===== src/rtl/c_escape_sequence_decoder_assert.svh =====
// assertion macros for the escape decoder top level
// expects clk and rst_n in the scope of each use
`ifndef C_ESCAPE_SEQUENCE_DECODER_ASSERT_SVH
`define C_ESCAPE_SEQUENCE_DECODER_ASSERT_SVH

// same-cycle implication
`define CED_ASSERT_IMP(lbl, ante, cons) \
  lbl: assert property (@(posedge clk) disable iff (!rst_n) (ante) |-> (cons)) \
    else $error("escape decoder check failed");

// next-cycle implication
`define CED_ASSERT_NXT(lbl, ante, cons) \
  lbl: assert property (@(posedge clk) disable iff (!rst_n) (ante) |=> (cons)) \
    else $error("escape decoder check failed");

`endif


===== src/rtl/ced_pkg.sv =====
// types, codes and lookup functions for the escape decoder
// used by the decode stage, the result queue and the top level
package ced_pkg;

  localparam logic [7:0] CH_BACKSLASH = 8'h5C;
  localparam logic [7:0] CH_HEX_MARK  = 8'h78;
  localparam logic [1:0] OCT_MAX_DIGITS = 2'd3;

  typedef enum logic [2:0] {
    MODE_NORMAL  = 3'd0,
    MODE_ESCAPE  = 3'd1,
    MODE_HEX     = 3'd2,
    MODE_OCTAL   = 3'd3,
    MODE_DISCARD = 3'd4
  } mode_t;

  typedef enum logic [1:0] {
    ST_OK      = 2'd0,
    ST_STRAY   = 2'd1,
    ST_UNKNOWN = 2'd2
  } status_t;

  typedef struct packed {
    logic [7:0] byte_out;
    status_t    status;
    logic       last_out;
  } res_t;

  // results of one decode step, r0 goes out first
  typedef struct packed {
    logic [1:0] n;
    res_t       r0;
    res_t       r1;
  } push_t;

  // simple escape letter to byte, msb set on a hit
  function automatic logic [8:0] esc_map(input logic [7:0] c);
    logic [8:0] m;
    begin
      case (c)
        8'h27:   m = {1'b1, 8'h27};
        8'h22:   m = {1'b1, 8'h22};
        8'h3F:   m = {1'b1, 8'h3F};
        8'h61:   m = {1'b1, 8'h07};
        8'h6E:   m = {1'b1, 8'h0A};
        8'h66:   m = {1'b1, 8'h0C};
        8'h62:   m = {1'b1, 8'h08};
        8'h72:   m = {1'b1, 8'h0D};
        8'h74:   m = {1'b1, 8'h09};
        8'h76:   m = {1'b1, 8'h0B};
        8'h5C:   m = {1'b1, 8'h5C};
        default: m = 9'd0;
      endcase
      return m;
    end
  endfunction

  // hex digit value, msb set when c is a hex digit
  function automatic logic [4:0] hex_digit(input logic [7:0] c);
    logic [4:0] d;
    logic [7:0] t;
    begin
      d = 5'd0;
      t = 8'd0;
      if (c inside {[8'h30:8'h39]}) begin
        t = c - 8'h30;
        d = {1'b1, t[3:0]};
      end else if (c inside {[8'h61:8'h66]}) begin
        t = c - 8'h57;
        d = {1'b1, t[3:0]};
      end else if (c inside {[8'h41:8'h46]}) begin
        t = c - 8'h37;
        d = {1'b1, t[3:0]};
      end
      return d;
    end
  endfunction

  function automatic logic is_octal(input logic [7:0] c);
    return (c inside {[8'h30:8'h37]});
  endfunction

endpackage


===== src/rtl/ced_in_if.sv =====
// input channel: one raw literal byte per word
// depends on nothing but the clock domain of its users
interface ced_in_if;
  logic       valid;
  logic       ready;
  logic [7:0] char_in;
  logic       end_of_literal;

  modport source (output valid, output char_in, output end_of_literal, input ready);
  modport sink   (input valid, input char_in, input end_of_literal, output ready);
endinterface

// result channel: one decoded byte with status per word
interface ced_out_if;
  logic       valid;
  logic       ready;
  logic [7:0] byte_out;
  logic [1:0] status;
  logic       last_out;

  modport source (output valid, output byte_out, output status, output last_out, input ready);
  modport sink   (input valid, input byte_out, input status, input last_out, output ready);
endinterface


===== src/rtl/ced_decode.sv =====
// decode step: mode, accumulator and digit count, plus the per-byte decision
// depends on ced_pkg
module ced_decode
  import ced_pkg::*;
(
  input  logic       clk,
  input  logic       rst_n,
  input  logic       fire,
  input  logic [7:0] char_in,
  input  logic       end_of_literal,
  output push_t      push
);

  mode_t      mode_r, mode_nxt;
  logic [7:0] acc_r, acc_nxt;
  logic [1:0] ocnt_r, ocnt_nxt;

  // normal-mode handling, also used for the byte that ends a numeric escape
  logic  norm_emit;
  res_t  norm_res;
  mode_t norm_mode;

  always_comb begin
    if (char_in == CH_BACKSLASH) begin
      norm_emit = end_of_literal;
      norm_res  = '{byte_out: 8'd0, status: ST_STRAY, last_out: 1'b1};
      norm_mode = end_of_literal ? MODE_NORMAL : MODE_ESCAPE;
    end else begin
      norm_emit = 1'b1;
      norm_res  = '{byte_out: char_in, status: ST_OK, last_out: end_of_literal};
      norm_mode = MODE_NORMAL;
    end
  end

  logic [8:0] esc;
  logic [4:0] hd;
  logic [7:0] hex_acc;
  logic [7:0] oct_acc;
  logic [1:0] ocnt_inc;

  assign esc      = esc_map(char_in);
  assign hd       = hex_digit(char_in);
  assign hex_acc  = {acc_r[3:0], hd[3:0]};
  assign oct_acc  = {acc_r[4:0], char_in[2:0]};
  assign ocnt_inc = ocnt_r + 2'd1;

  // next state and results
  always_comb begin
    mode_nxt = mode_r;
    acc_nxt  = acc_r;
    ocnt_nxt = ocnt_r;
    push.n   = 2'd0;
    push.r0  = '{byte_out: 8'd0, status: ST_OK, last_out: 1'b0};
    push.r1  = '{byte_out: 8'd0, status: ST_OK, last_out: 1'b0};
    case (mode_r)
      MODE_ESCAPE: begin
        if (esc[8]) begin
          push.n   = 2'd1;
          push.r0  = '{byte_out: esc[7:0], status: ST_OK, last_out: end_of_literal};
          mode_nxt = MODE_NORMAL;
        end else if (char_in == CH_HEX_MARK) begin
          acc_nxt = 8'd0;
          if (end_of_literal) begin
            push.n   = 2'd1;
            push.r0  = '{byte_out: 8'd0, status: ST_OK, last_out: 1'b1};
            mode_nxt = MODE_NORMAL;
          end else begin
            mode_nxt = MODE_HEX;
          end
        end else if (is_octal(char_in)) begin
          acc_nxt  = {5'd0, char_in[2:0]};
          ocnt_nxt = 2'd1;
          if (end_of_literal) begin
            push.n   = 2'd1;
            push.r0  = '{byte_out: {5'd0, char_in[2:0]}, status: ST_OK, last_out: 1'b1};
            mode_nxt = MODE_NORMAL;
          end else begin
            mode_nxt = MODE_OCTAL;
          end
        end else begin
          push.n   = 2'd1;
          push.r0  = '{byte_out: 8'd0, status: ST_UNKNOWN, last_out: 1'b1};
          mode_nxt = end_of_literal ? MODE_NORMAL : MODE_DISCARD;
        end
      end
      MODE_HEX: begin
        if (hd[4]) begin
          acc_nxt = hex_acc;
          if (end_of_literal) begin
            push.n   = 2'd1;
            push.r0  = '{byte_out: hex_acc, status: ST_OK, last_out: 1'b1};
            mode_nxt = MODE_NORMAL;
          end
        end else begin
          push.n   = norm_emit ? 2'd2 : 2'd1;
          push.r0  = '{byte_out: acc_r, status: ST_OK, last_out: 1'b0};
          push.r1  = norm_res;
          mode_nxt = norm_mode;
        end
      end
      MODE_OCTAL: begin
        if (is_octal(char_in)) begin
          acc_nxt  = oct_acc;
          ocnt_nxt = ocnt_inc;
          if (end_of_literal || (ocnt_inc >= OCT_MAX_DIGITS)) begin
            push.n   = 2'd1;
            push.r0  = '{byte_out: oct_acc, status: ST_OK, last_out: end_of_literal};
            mode_nxt = MODE_NORMAL;
          end
        end else begin
          push.n   = norm_emit ? 2'd2 : 2'd1;
          push.r0  = '{byte_out: acc_r, status: ST_OK, last_out: 1'b0};
          push.r1  = norm_res;
          mode_nxt = norm_mode;
        end
      end
      MODE_DISCARD: begin
        if (end_of_literal) begin
          mode_nxt = MODE_NORMAL;
        end
      end
      default: begin
        // normal text, and any unused mode code
        push.n   = norm_emit ? 2'd1 : 2'd0;
        push.r0  = norm_res;
        mode_nxt = norm_mode;
      end
    endcase
  end

  // state registers, advance only on a consumed word
  always_ff @(posedge clk) begin
    if (!rst_n) begin
      mode_r <= MODE_NORMAL;
      acc_r  <= 8'd0;
      ocnt_r <= 2'd0;
    end else if (fire) begin
      mode_r <= mode_nxt;
      acc_r  <= acc_nxt;
      ocnt_r <= ocnt_nxt;
    end
  end

endmodule


===== src/rtl/ced_queue.sv =====
// result queue: takes up to two results a cycle, sends one word a cycle while the receiver is ready
// depends on ced_pkg and ced_out_if
module ced_queue
  import ced_pkg::*;
#(
  parameter int unsigned QDEPTH = 4
) (
  input  logic                         clk,
  input  logic                         rst_n,
  input  logic                         wr_en,
  input  push_t                        push,
  output logic [$clog2(QDEPTH+1)-1:0]  count,
  ced_out_if.source                    out_ch
);

  localparam int unsigned PW = (QDEPTH > 1) ? $clog2(QDEPTH) : 1;
  localparam int unsigned CW = $clog2(QDEPTH + 1);

  res_t          mem [QDEPTH];
  logic [PW-1:0] wr_ptr_r, wr_ptr_nxt, rd_ptr_r, rd_ptr_nxt, wr_ptr_p1;
  logic [CW-1:0] cnt_r, cnt_nxt;
  logic [1:0]    n_wr;
  logic          pop;

  function automatic logic [PW-1:0] ptr_inc(input logic [PW-1:0] p);
    return (p == PW'(QDEPTH - 1)) ? '0 : p + PW'(1);
  endfunction

  assign n_wr      = wr_en ? push.n : 2'd0;
  assign pop       = out_ch.valid && out_ch.ready;
  assign wr_ptr_p1 = ptr_inc(wr_ptr_r);

  // pointer and fill count
  always_comb begin
    wr_ptr_nxt = wr_ptr_r;
    case (n_wr)
      2'd1:    wr_ptr_nxt = wr_ptr_p1;
      2'd2:    wr_ptr_nxt = ptr_inc(wr_ptr_p1);
      default: wr_ptr_nxt = wr_ptr_r;
    endcase
    rd_ptr_nxt = pop ? ptr_inc(rd_ptr_r) : rd_ptr_r;
    cnt_nxt    = cnt_r + CW'(n_wr) - CW'(pop);
  end

  always_ff @(posedge clk) begin
    if (!rst_n) begin
      wr_ptr_r <= '0;
      rd_ptr_r <= '0;
      cnt_r    <= '0;
    end else begin
      wr_ptr_r <= wr_ptr_nxt;
      rd_ptr_r <= rd_ptr_nxt;
      cnt_r    <= cnt_nxt;
    end
  end

  // storage writes
  always_ff @(posedge clk) begin
    if (n_wr != 2'd0) begin
      mem[wr_ptr_r] <= push.r0;
    end
    if (n_wr == 2'd2) begin
      mem[wr_ptr_p1] <= push.r1;
    end
  end

  // head of queue drives the result word
  assign out_ch.valid    = (cnt_r != '0);
  assign out_ch.byte_out = mem[rd_ptr_r].byte_out;
  assign out_ch.status   = mem[rd_ptr_r].status;
  assign out_ch.last_out = mem[rd_ptr_r].last_out;
  assign count           = cnt_r;

endmodule


===== src/rtl/c_escape_sequence_decoder.sv =====
// C literal escape decoder: input register, decode step, result queue.
// A word is held in the input register until decode fires; its results are queued.
// Throughput: one input word per cycle while decode fires, which needs room for
// two results in the queue; a run of two-result words fills it, then stalls input.
// Reset: synchronous active-low rst_n returns to normal text mode, queue empty.
// depends on ced_pkg, ced_in_if/ced_out_if, ced_decode, ced_queue
module c_escape_sequence_decoder
  import ced_pkg::*;
#(
  parameter int unsigned QDEPTH = 4
) (
  input  logic      clk,
  input  logic      rst_n,
  ced_in_if.sink    in_ch,
  ced_out_if.source out_ch
);

`include "c_escape_sequence_decoder_assert.svh"

  localparam int unsigned CW = $clog2(QDEPTH + 1);

  logic          in_v_r, in_v_nxt;
  logic [7:0]    in_char_r;
  logic          in_end_r;
  logic          fire;
  logic          take;
  logic [CW-1:0] q_count;
  push_t         push;

  // decode fires when a word is held and the queue has room for two results
  assign fire        = in_v_r && (q_count <= CW'(QDEPTH - 2));
  assign in_ch.ready = !in_v_r || fire;
  assign take        = in_ch.valid && in_ch.ready;

  always_comb begin
    in_v_nxt = in_v_r;
    if (take) begin
      in_v_nxt = 1'b1;
    end else if (fire) begin
      in_v_nxt = 1'b0;
    end
  end

  // input register
  always_ff @(posedge clk) begin
    if (!rst_n) begin
      in_v_r <= 1'b0;
    end else begin
      in_v_r <= in_v_nxt;
    end
  end

  always_ff @(posedge clk) begin
    if (take) begin
      in_char_r <= in_ch.char_in;
      in_end_r  <= in_ch.end_of_literal;
    end
  end

  ced_decode u_decode (
    .clk            (clk),
    .rst_n          (rst_n),
    .fire           (fire),
    .char_in        (in_char_r),
    .end_of_literal (in_end_r),
    .push           (push)
  );

  ced_queue #(
    .QDEPTH (QDEPTH)
  ) u_queue (
    .clk    (clk),
    .rst_n  (rst_n),
    .wr_en  (fire),
    .push   (push),
    .count  (q_count),
    .out_ch (out_ch)
  );

  // checks
  `CED_ASSERT_IMP(a_q_bound, 1'b1, q_count <= CW'(QDEPTH))
  `CED_ASSERT_IMP(a_err_word, out_ch.valid && (out_ch.status != ST_OK),
                  (out_ch.byte_out == 8'd0) && out_ch.last_out)
  `CED_ASSERT_IMP(a_second_not_last, fire && (push.n == 2'd2), !push.r0.last_out)
  `CED_ASSERT_NXT(a_hold_stalled, in_v_r && !fire, in_v_r && $stable(in_char_r))

endmodule


===== src/flat_wrapper.sv =====
// flat-port wrapper written by rule: the top's interface ports become plain ports
module c_escape_sequence_decoder_flat import ced_pkg::*;
#(
  parameter int unsigned QDEPTH = 4
)
  (clk, rst_n, in_ch_valid, in_ch_char_in, in_ch_end_of_literal, in_ch_ready, out_ch_valid, out_ch_byte_out, out_ch_status, out_ch_last_out, out_ch_ready);
  ced_in_if in_ch_i ();
  ced_out_if out_ch_i ();
  input  logic clk;
  input  logic rst_n;
  input wire logic [$bits(in_ch_i.valid)-1:0] in_ch_valid;
  input wire logic [$bits(in_ch_i.char_in)-1:0] in_ch_char_in;
  input wire logic [$bits(in_ch_i.end_of_literal)-1:0] in_ch_end_of_literal;
  output wire logic [$bits(in_ch_i.ready)-1:0] in_ch_ready;
  output wire logic [$bits(out_ch_i.valid)-1:0] out_ch_valid;
  output wire logic [$bits(out_ch_i.byte_out)-1:0] out_ch_byte_out;
  output wire logic [$bits(out_ch_i.status)-1:0] out_ch_status;
  output wire logic [$bits(out_ch_i.last_out)-1:0] out_ch_last_out;
  input wire logic [$bits(out_ch_i.ready)-1:0] out_ch_ready;
  assign in_ch_i.valid = in_ch_valid;
  assign in_ch_i.char_in = in_ch_char_in;
  assign in_ch_i.end_of_literal = in_ch_end_of_literal;
  assign in_ch_ready = in_ch_i.ready;
  assign out_ch_valid = out_ch_i.valid;
  assign out_ch_byte_out = out_ch_i.byte_out;
  assign out_ch_status = out_ch_i.status;
  assign out_ch_last_out = out_ch_i.last_out;
  assign out_ch_i.ready = out_ch_ready;
  c_escape_sequence_decoder #(.QDEPTH(QDEPTH)) u_core (.clk(clk), .rst_n(rst_n), .in_ch(in_ch_i), .out_ch(out_ch_i));
endmodule

===== config.mk =====
export PLATFORM = sky130hd
export DESIGN_NAME = c_escape_sequence_decoder_flat
export DESIGN_NICKNAME = d
export VERILOG_FILES = /design/src/rtl/ced_pkg.sv /design/src/rtl/ced_in_if.sv /design/src/rtl/ced_decode.sv /design/src/rtl/ced_queue.sv /design/src/rtl/c_escape_sequence_decoder.sv /design/src/flat_wrapper.sv
export VERILOG_INCLUDE_DIRS = /design/src /design/src/rtl
export SDC_FILE = /design/constraint.sdc
export NUM_CORES = 1
export LEC_CHECK = 0
export BUFFER_PORTS_ARGS = -buffer_cell sky130_fd_sc_hd__buf_2
export CORE_ASPECT_RATIO = 0.8
export CORE_MARGIN = 2
export CORE_UTILIZATION = 50
export DETAILED_ROUTE_END_ITERATION = 10
export PLACE_DENSITY = 0.67
export SYNTH_ARGS = -nofsm -noshare
export SYNTH_HDL_FRONTEND = slang
export SYNTH_HIERARCHICAL = 1
export SYNTH_SLANG_ARGS = --single-unit
export TNS_END_PERCENT = 50

===== constraint.sdc =====
create_clock -name clk -period 4.9 [get_ports clk]
set_clock_uncertainty 0.1 [all_clocks]
set_input_delay 0.98 -clock clk [delete_from_list [all_inputs] [get_ports clk]]
set_output_delay 0.98 -clock clk [all_outputs]
set_load 0.05 [all_outputs]

* Yosys cells after proc, flatten, opt, wreduce, memory -nomap -nowiden
Memories as Yosys holds them, arrays and structs flattened. A register that Yosys moved wholly into a read port is not among the register bits. Cells that the tools add are included.
Cells by class: equality and inequality tests 28, multiplexer cells 58, $lt $le $gt $ge 9, reduce and logical (&&, ||, !) cells 19, $add $sub $neg 9
Operators by type and width (count):
- $pmux 9 s11 | 1
- $eq 8x7->1 const B | 9
- $mux 13 | 5
- $pmux 13 s4 | 1
- $mux 12 | 4
- $mux 8 | 5
- $mux 11 | 3
- $mux 2 | 13
- $eq 8x6->1 const B | 3
- $mux 3 | 8
- $pmux 8 s3 | 1
- $pmux 11 s2 | 1
- $ge 8x7->1 const B | 2
- $le 8x6->1 const B | 2
- $le 8x7->1 const B | 2
- $mux 5 | 3
- $pmux 3 s4 | 1
- $reduce_and 6->1 | 2
- $mux 1 | 10
- $ne 2x2->1 const B | 5
- $add 2x1->2 const B | 4
- $eq 2x2->1 const B | 4
- $ge 8x6->1 const B | 1
- $pmux 2 s2 | 2
- 17 further kinds | 31
Storage, ports and cells: input bits 13, memories kept 1, output and inout port bits 13, register bits after elaboration 30, memory bits (writable) 44, logic and storage cells 133
Memories:
- u_core.u_queue.mem | depth 4, width 11, read ports 1, clocked after Yosys merged registers in 1, write ports 2, RTL line ced_queue.sv:19 | res_t mem [QDEPTH];

* Longest topological paths before layout
word-level depth 12, gate-level depth with buffers 17, mapped depth without buffers 16

* Modules after synthesis
The synthesis kept the hierarchy.
Modules (own cells, without submodules):
- ced_queue | instances 1, area each 2806.4 µm², cells each 177, sequential area each 1501.4 µm²
- ced_decode | instances 1, area each 1836.8 µm², cells each 273, sequential area each 260.2 µm²
- c_escape_sequence_decoder | instances 1, area each 337.8 µm², cells each 18, sequential area each 290.3 µm²

* Least setup slack after synthesis
Ideal clock, no wire load.
path type flip-flop to flip-flop, from reg u_core.in_char_r[0], to mem u_core/u_queue/mem[0][0] (netlist name), enable pin, setup slack 934 ps, arrival 3472 ps, data required time 4406 ps, setup time 394 ps, path buffers 0, period minus slack after synthesis 3966 ps, stages on the path, launching flop included 11, path through edfxtp_1 inv_1 ha_1 nor4b_2 and2b_1 a2111oi_4 nor2_1 nor3_1 nand2_1 ha_1 o21ai_0
RTL lines:
- from (decl) | RTL line c_escape_sequence_decoder.sv:23 | logic [7:0] in_char_r;
- from (signal assigned) | RTL line c_escape_sequence_decoder.sv:55 | in_char_r <= in_ch.char_in;
- to (decl) | RTL line ced_queue.sv:19

==> flow_metrics.tcl <==
set metrics [dict create \
    cts_resized 0 \
    leakagePower_nw 2.00 \
    crit_path_end_kind "flip-flop" \
    period_share_pct 93.3 \
    grt_max_degree 24 \
    worstPathCellList "inv_1 > ha_1 > nor4b_2 > and2b_1 > a2111oi_4 > nor2_1 > nor3_1 > nand2_1 > inv_1 > ha_1 > nand2_2 > o21ai_0 > buf_4" \
    clkTransAtPathRegs_ns 0.06 \
    die_h_um 93.3 \
    synth_seq_cells 76 \
    hp-class "reg -> reg" \
    drv_slew 0 \
    grt_pass1_vias 3572 \
    fill_cells 813 \
    hold_violations 0 \
    cp_slowest_cell "a2111oi_4" \
    drtIter0Drc 428 \
    portBuffers 25 \
    core_area_um2 9650 \
    die_area_um2 10800 \
    synth.avg_cell_area_um2 10.6 \
    irDropWorstVdd_mv 0.324 \
    via_per_inst 6.11 \
    rows 32 \
    tightest_slew_ns 0.830 \
    syn_area_um2 4980 \
    crit_type "reg -> reg" \
    power_density_nw_per_um2 397 \
    die_width_um 116 \
    antenna_found_initial 0 \
    setup_viol 0 \
    routedWlPerCell_um 20.0 \
    gp_congestion 0.983 \
    area_growth_pct 10.1 \
    rsz0062_at_grt "false" \
    synth_compound_area_share_pct 13.4 \
    finalNetCount 516 \
    syn_inst 468 \
    synthArstFlopShare_pct 0 \
    synth-edff-count 53 \
    cts_tree "yes" \
    min_period_ns 4.57 \
    cts_htree_levels 3 \
    final_antenna_net_count 0 \
    design_area_um2 5480 \
    post_cts_buffers 0 \
    maxCapViolCount 0 \
    drtPass1Iterations 5 \
    drc 0 \
    critPathMaxStageDelay_ns 0.57 \
    ios 26 \
    critPathMaxFanout 12 \
    worst_ep_arrival_time_ns 4.51 \
    yosys.area_share.adder_pct 4.67 \
    hpwlAfterDp_mm 8.90 \
    slew_headroom_pct 44.5 \
    grt_pass1_wl_mm 20.1 \
    synth_top_family_by_area "simple AND/OR/NAND/NOR gates" \
    outcome "finished clean" \
    path_buf_inv 3 \
    overflow 0 \
    required_ns 4.83 \
    synth-xor-area-share_pct 1.58 \
    synthMuxAreaShare_pct 16.7 \
    grtUsageTotal_pct 24.9 \
    cp_top_family "simple AND/OR/NAND/NOR gates" \
    synth_warnings 6 \
    ctsHoldBuffers 0 \
    synth-simple-area-share_pct 17.3 \
    cts.path.max_buffers 2 \
    diodes 0 \
    syn_nets 499 \
    cp-start-kind "flip-flop" \
    vias 3820 \
    drt-total-wl_mm 12.5 \
    synth_flop_cell "edfxtp_1" \
    power_mw 2.18 \
    ys_types 70 \
    fmax_mhz 219 \
    place_area_um2 5150 \
    root_buffer "clkbuf_16" \
    yosysSeqAreaShare_pct 41.2 \
    cts_made_buffers 9 \
    layout-drive-gt1-share_pct 26.6 \
    setup_tns_ns 0 \
    start_util_pct 51.6 \
    cts_num_sinks 76 \
    clk_latency_ns 0.33 \
]
-- layout make-up --
class	count	area (µm²)	share of cell area [%]
timing repair buffer	37	215	3.92
clock inverter	5	77.6	1.41
sequential	76	2050	37.4
tap	136	170	3.10
clock buffer	10	229	4.18
inverter	17	63.8	1.16
multi-input combinational	344	2680	48.8
-- layout by cell type, fill, tap and decap left out, types with 4 or more instances in the layout --
cell and count:
a22oi_1 6, or2_2 5, nand3_1 16, inv_1 17
nand4b_1 4, clkbuf_16 9, dfxtp_1 23, and3_1 7
mux4_2 11, mux2_4 9, nand2b_1 5, o21ai_0 27
xnor2_1 6, nand3b_1 4, a211oi_1 8, edfxtp_1 53
and2_1 6, a21oi_1 31, nand2_1 32, nand4_1 7
ha_1 17, mux2_2 39, nor2_1 35, nor3_1 10
buf_4 12, buf_2 25
-- flip-flops by register name, summed over array words and instances (netlist names), named ones only --
signal	count
u_core/u_queue/mem	44
u_core/in_char_r	8
u_core/u_decode/acc_r	8
u_core/u_decode/mode_r	3
u_core/u_queue/count	3
u_core/u_decode/ocnt_r	2
u_core/u_queue/rd_ptr_r	2
u_core/u_queue/wr_ptr_r	2
u_core/in_end_r	1
u_core/in_v_r	1
-- layer usage --
| layer | GRT usage [%] | part of all wire (%) | wire length (µm) | vias up |
|---|---|---|---|---|
| met2 | 35.1 | 42 | 5290 | 224 |
| met1 | 37.5 | 46 | 5700 | 1792 |
| met5 | 0 | 0 | 0 | - |
| li1 | - | - | - | 1782 |
| met4 | 7.63 | 1.7 | 211 | 0 |
| met3 | 6.29 | 11 | 1330 | 22 |
-- synthesized netlist by cell type, types with 4 or more instances --
cell	count	area share (%)
a211oi_1	8	1.2
a21oi_1	31	3.1
a22oi_1	6	0.90
and2_1	6	0.75
and3_1	7	0.88
buf_2	5	0.50
buf_6	8	1.8
clkbuf_1	13	0.98
dfxtp_1	23	9.2
edfxtp_1	53	32
ha_1	17	4.3
inv_1	17	1.3
mux2_2	39	8.8
mux2_4	9	2.7
mux4_2	11	5.0
nand2_1	32	2.4
nand2b_1	5	0.63
nand3_1	16	1.6
nand3b_1	4	0.60
nand4_1	7	0.88
nand4b_1	4	0.70
nor2_1	35	2.6
nor3_1	10	1.0
o21ai_0	27	2.7
or2_2	5	0.63
xnor2_1	6	1.1
-- power by group --
group / switching [mW] / internal (mW)
Sequential: 0.0846 / 0.760
Clock: 0.252 / 0.441
Combinational: 0.382 / 0.259
-- tightest hold or removal path: stages (launching register included) --
cell and delay (ns):
dfxtp_1 0.31, nand2_1 0.05, o21ai_0 0.06
-- worst paths after layout --
check                           slack, ns                                  start                               endpoint  cells past startpoint
worst max-delay path                 0.33          u_core/in_char_r[0]$_DFFE_PP_     u_core/u_queue/mem[0][6]$_DFFE_PP_                     13
worst min-delay path                 0.37  u_core/u_decode/acc_r[7]$_SDFFE_PN0P_  u_core/u_decode/acc_r[7]$_SDFFE_PN0P_                      2
worst max register to register       0.33          u_core/in_char_r[0]$_DFFE_PP_     u_core/u_queue/mem[0][6]$_DFFE_PP_                     13
worst min register to register       0.37  u_core/u_decode/acc_r[7]$_SDFFE_PN0P_  u_core/u_decode/acc_r[7]$_SDFFE_PN0P_                      2
-- stage by stage --
| step | hold WS [ns] | cells | util [%] | setup slack, ns |
|---|---|---|---|---|
| global placement | 0.353 | 607 | 53.4 | 0.571 |
| global route | 0.413 | 625 | 56.8 | 0.0514 |
| floorplan | 0.336 | 468 | - | 0.934 |
| CTS | 0.363 | 622 | 56.6 | 0.295 |
| finish | 0.367 | 625 | 56.8 | 0.328 |
| detailed placement | 0.356 | 607 | 53.4 | 0.363 |
-- logic make-up after synthesis --
kind of cell | after synthesis
flip-flops | 76
other | 1
buffers and inverters | 48
multiplexers | 60
XOR/XNOR | 9
AO/OA/AOI/OAI | 102
adder cells (fa/ha/maj) | 18
AND/OR/NAND/NOR | 154
Note: power is estimated with default switching activity, not from simulation.
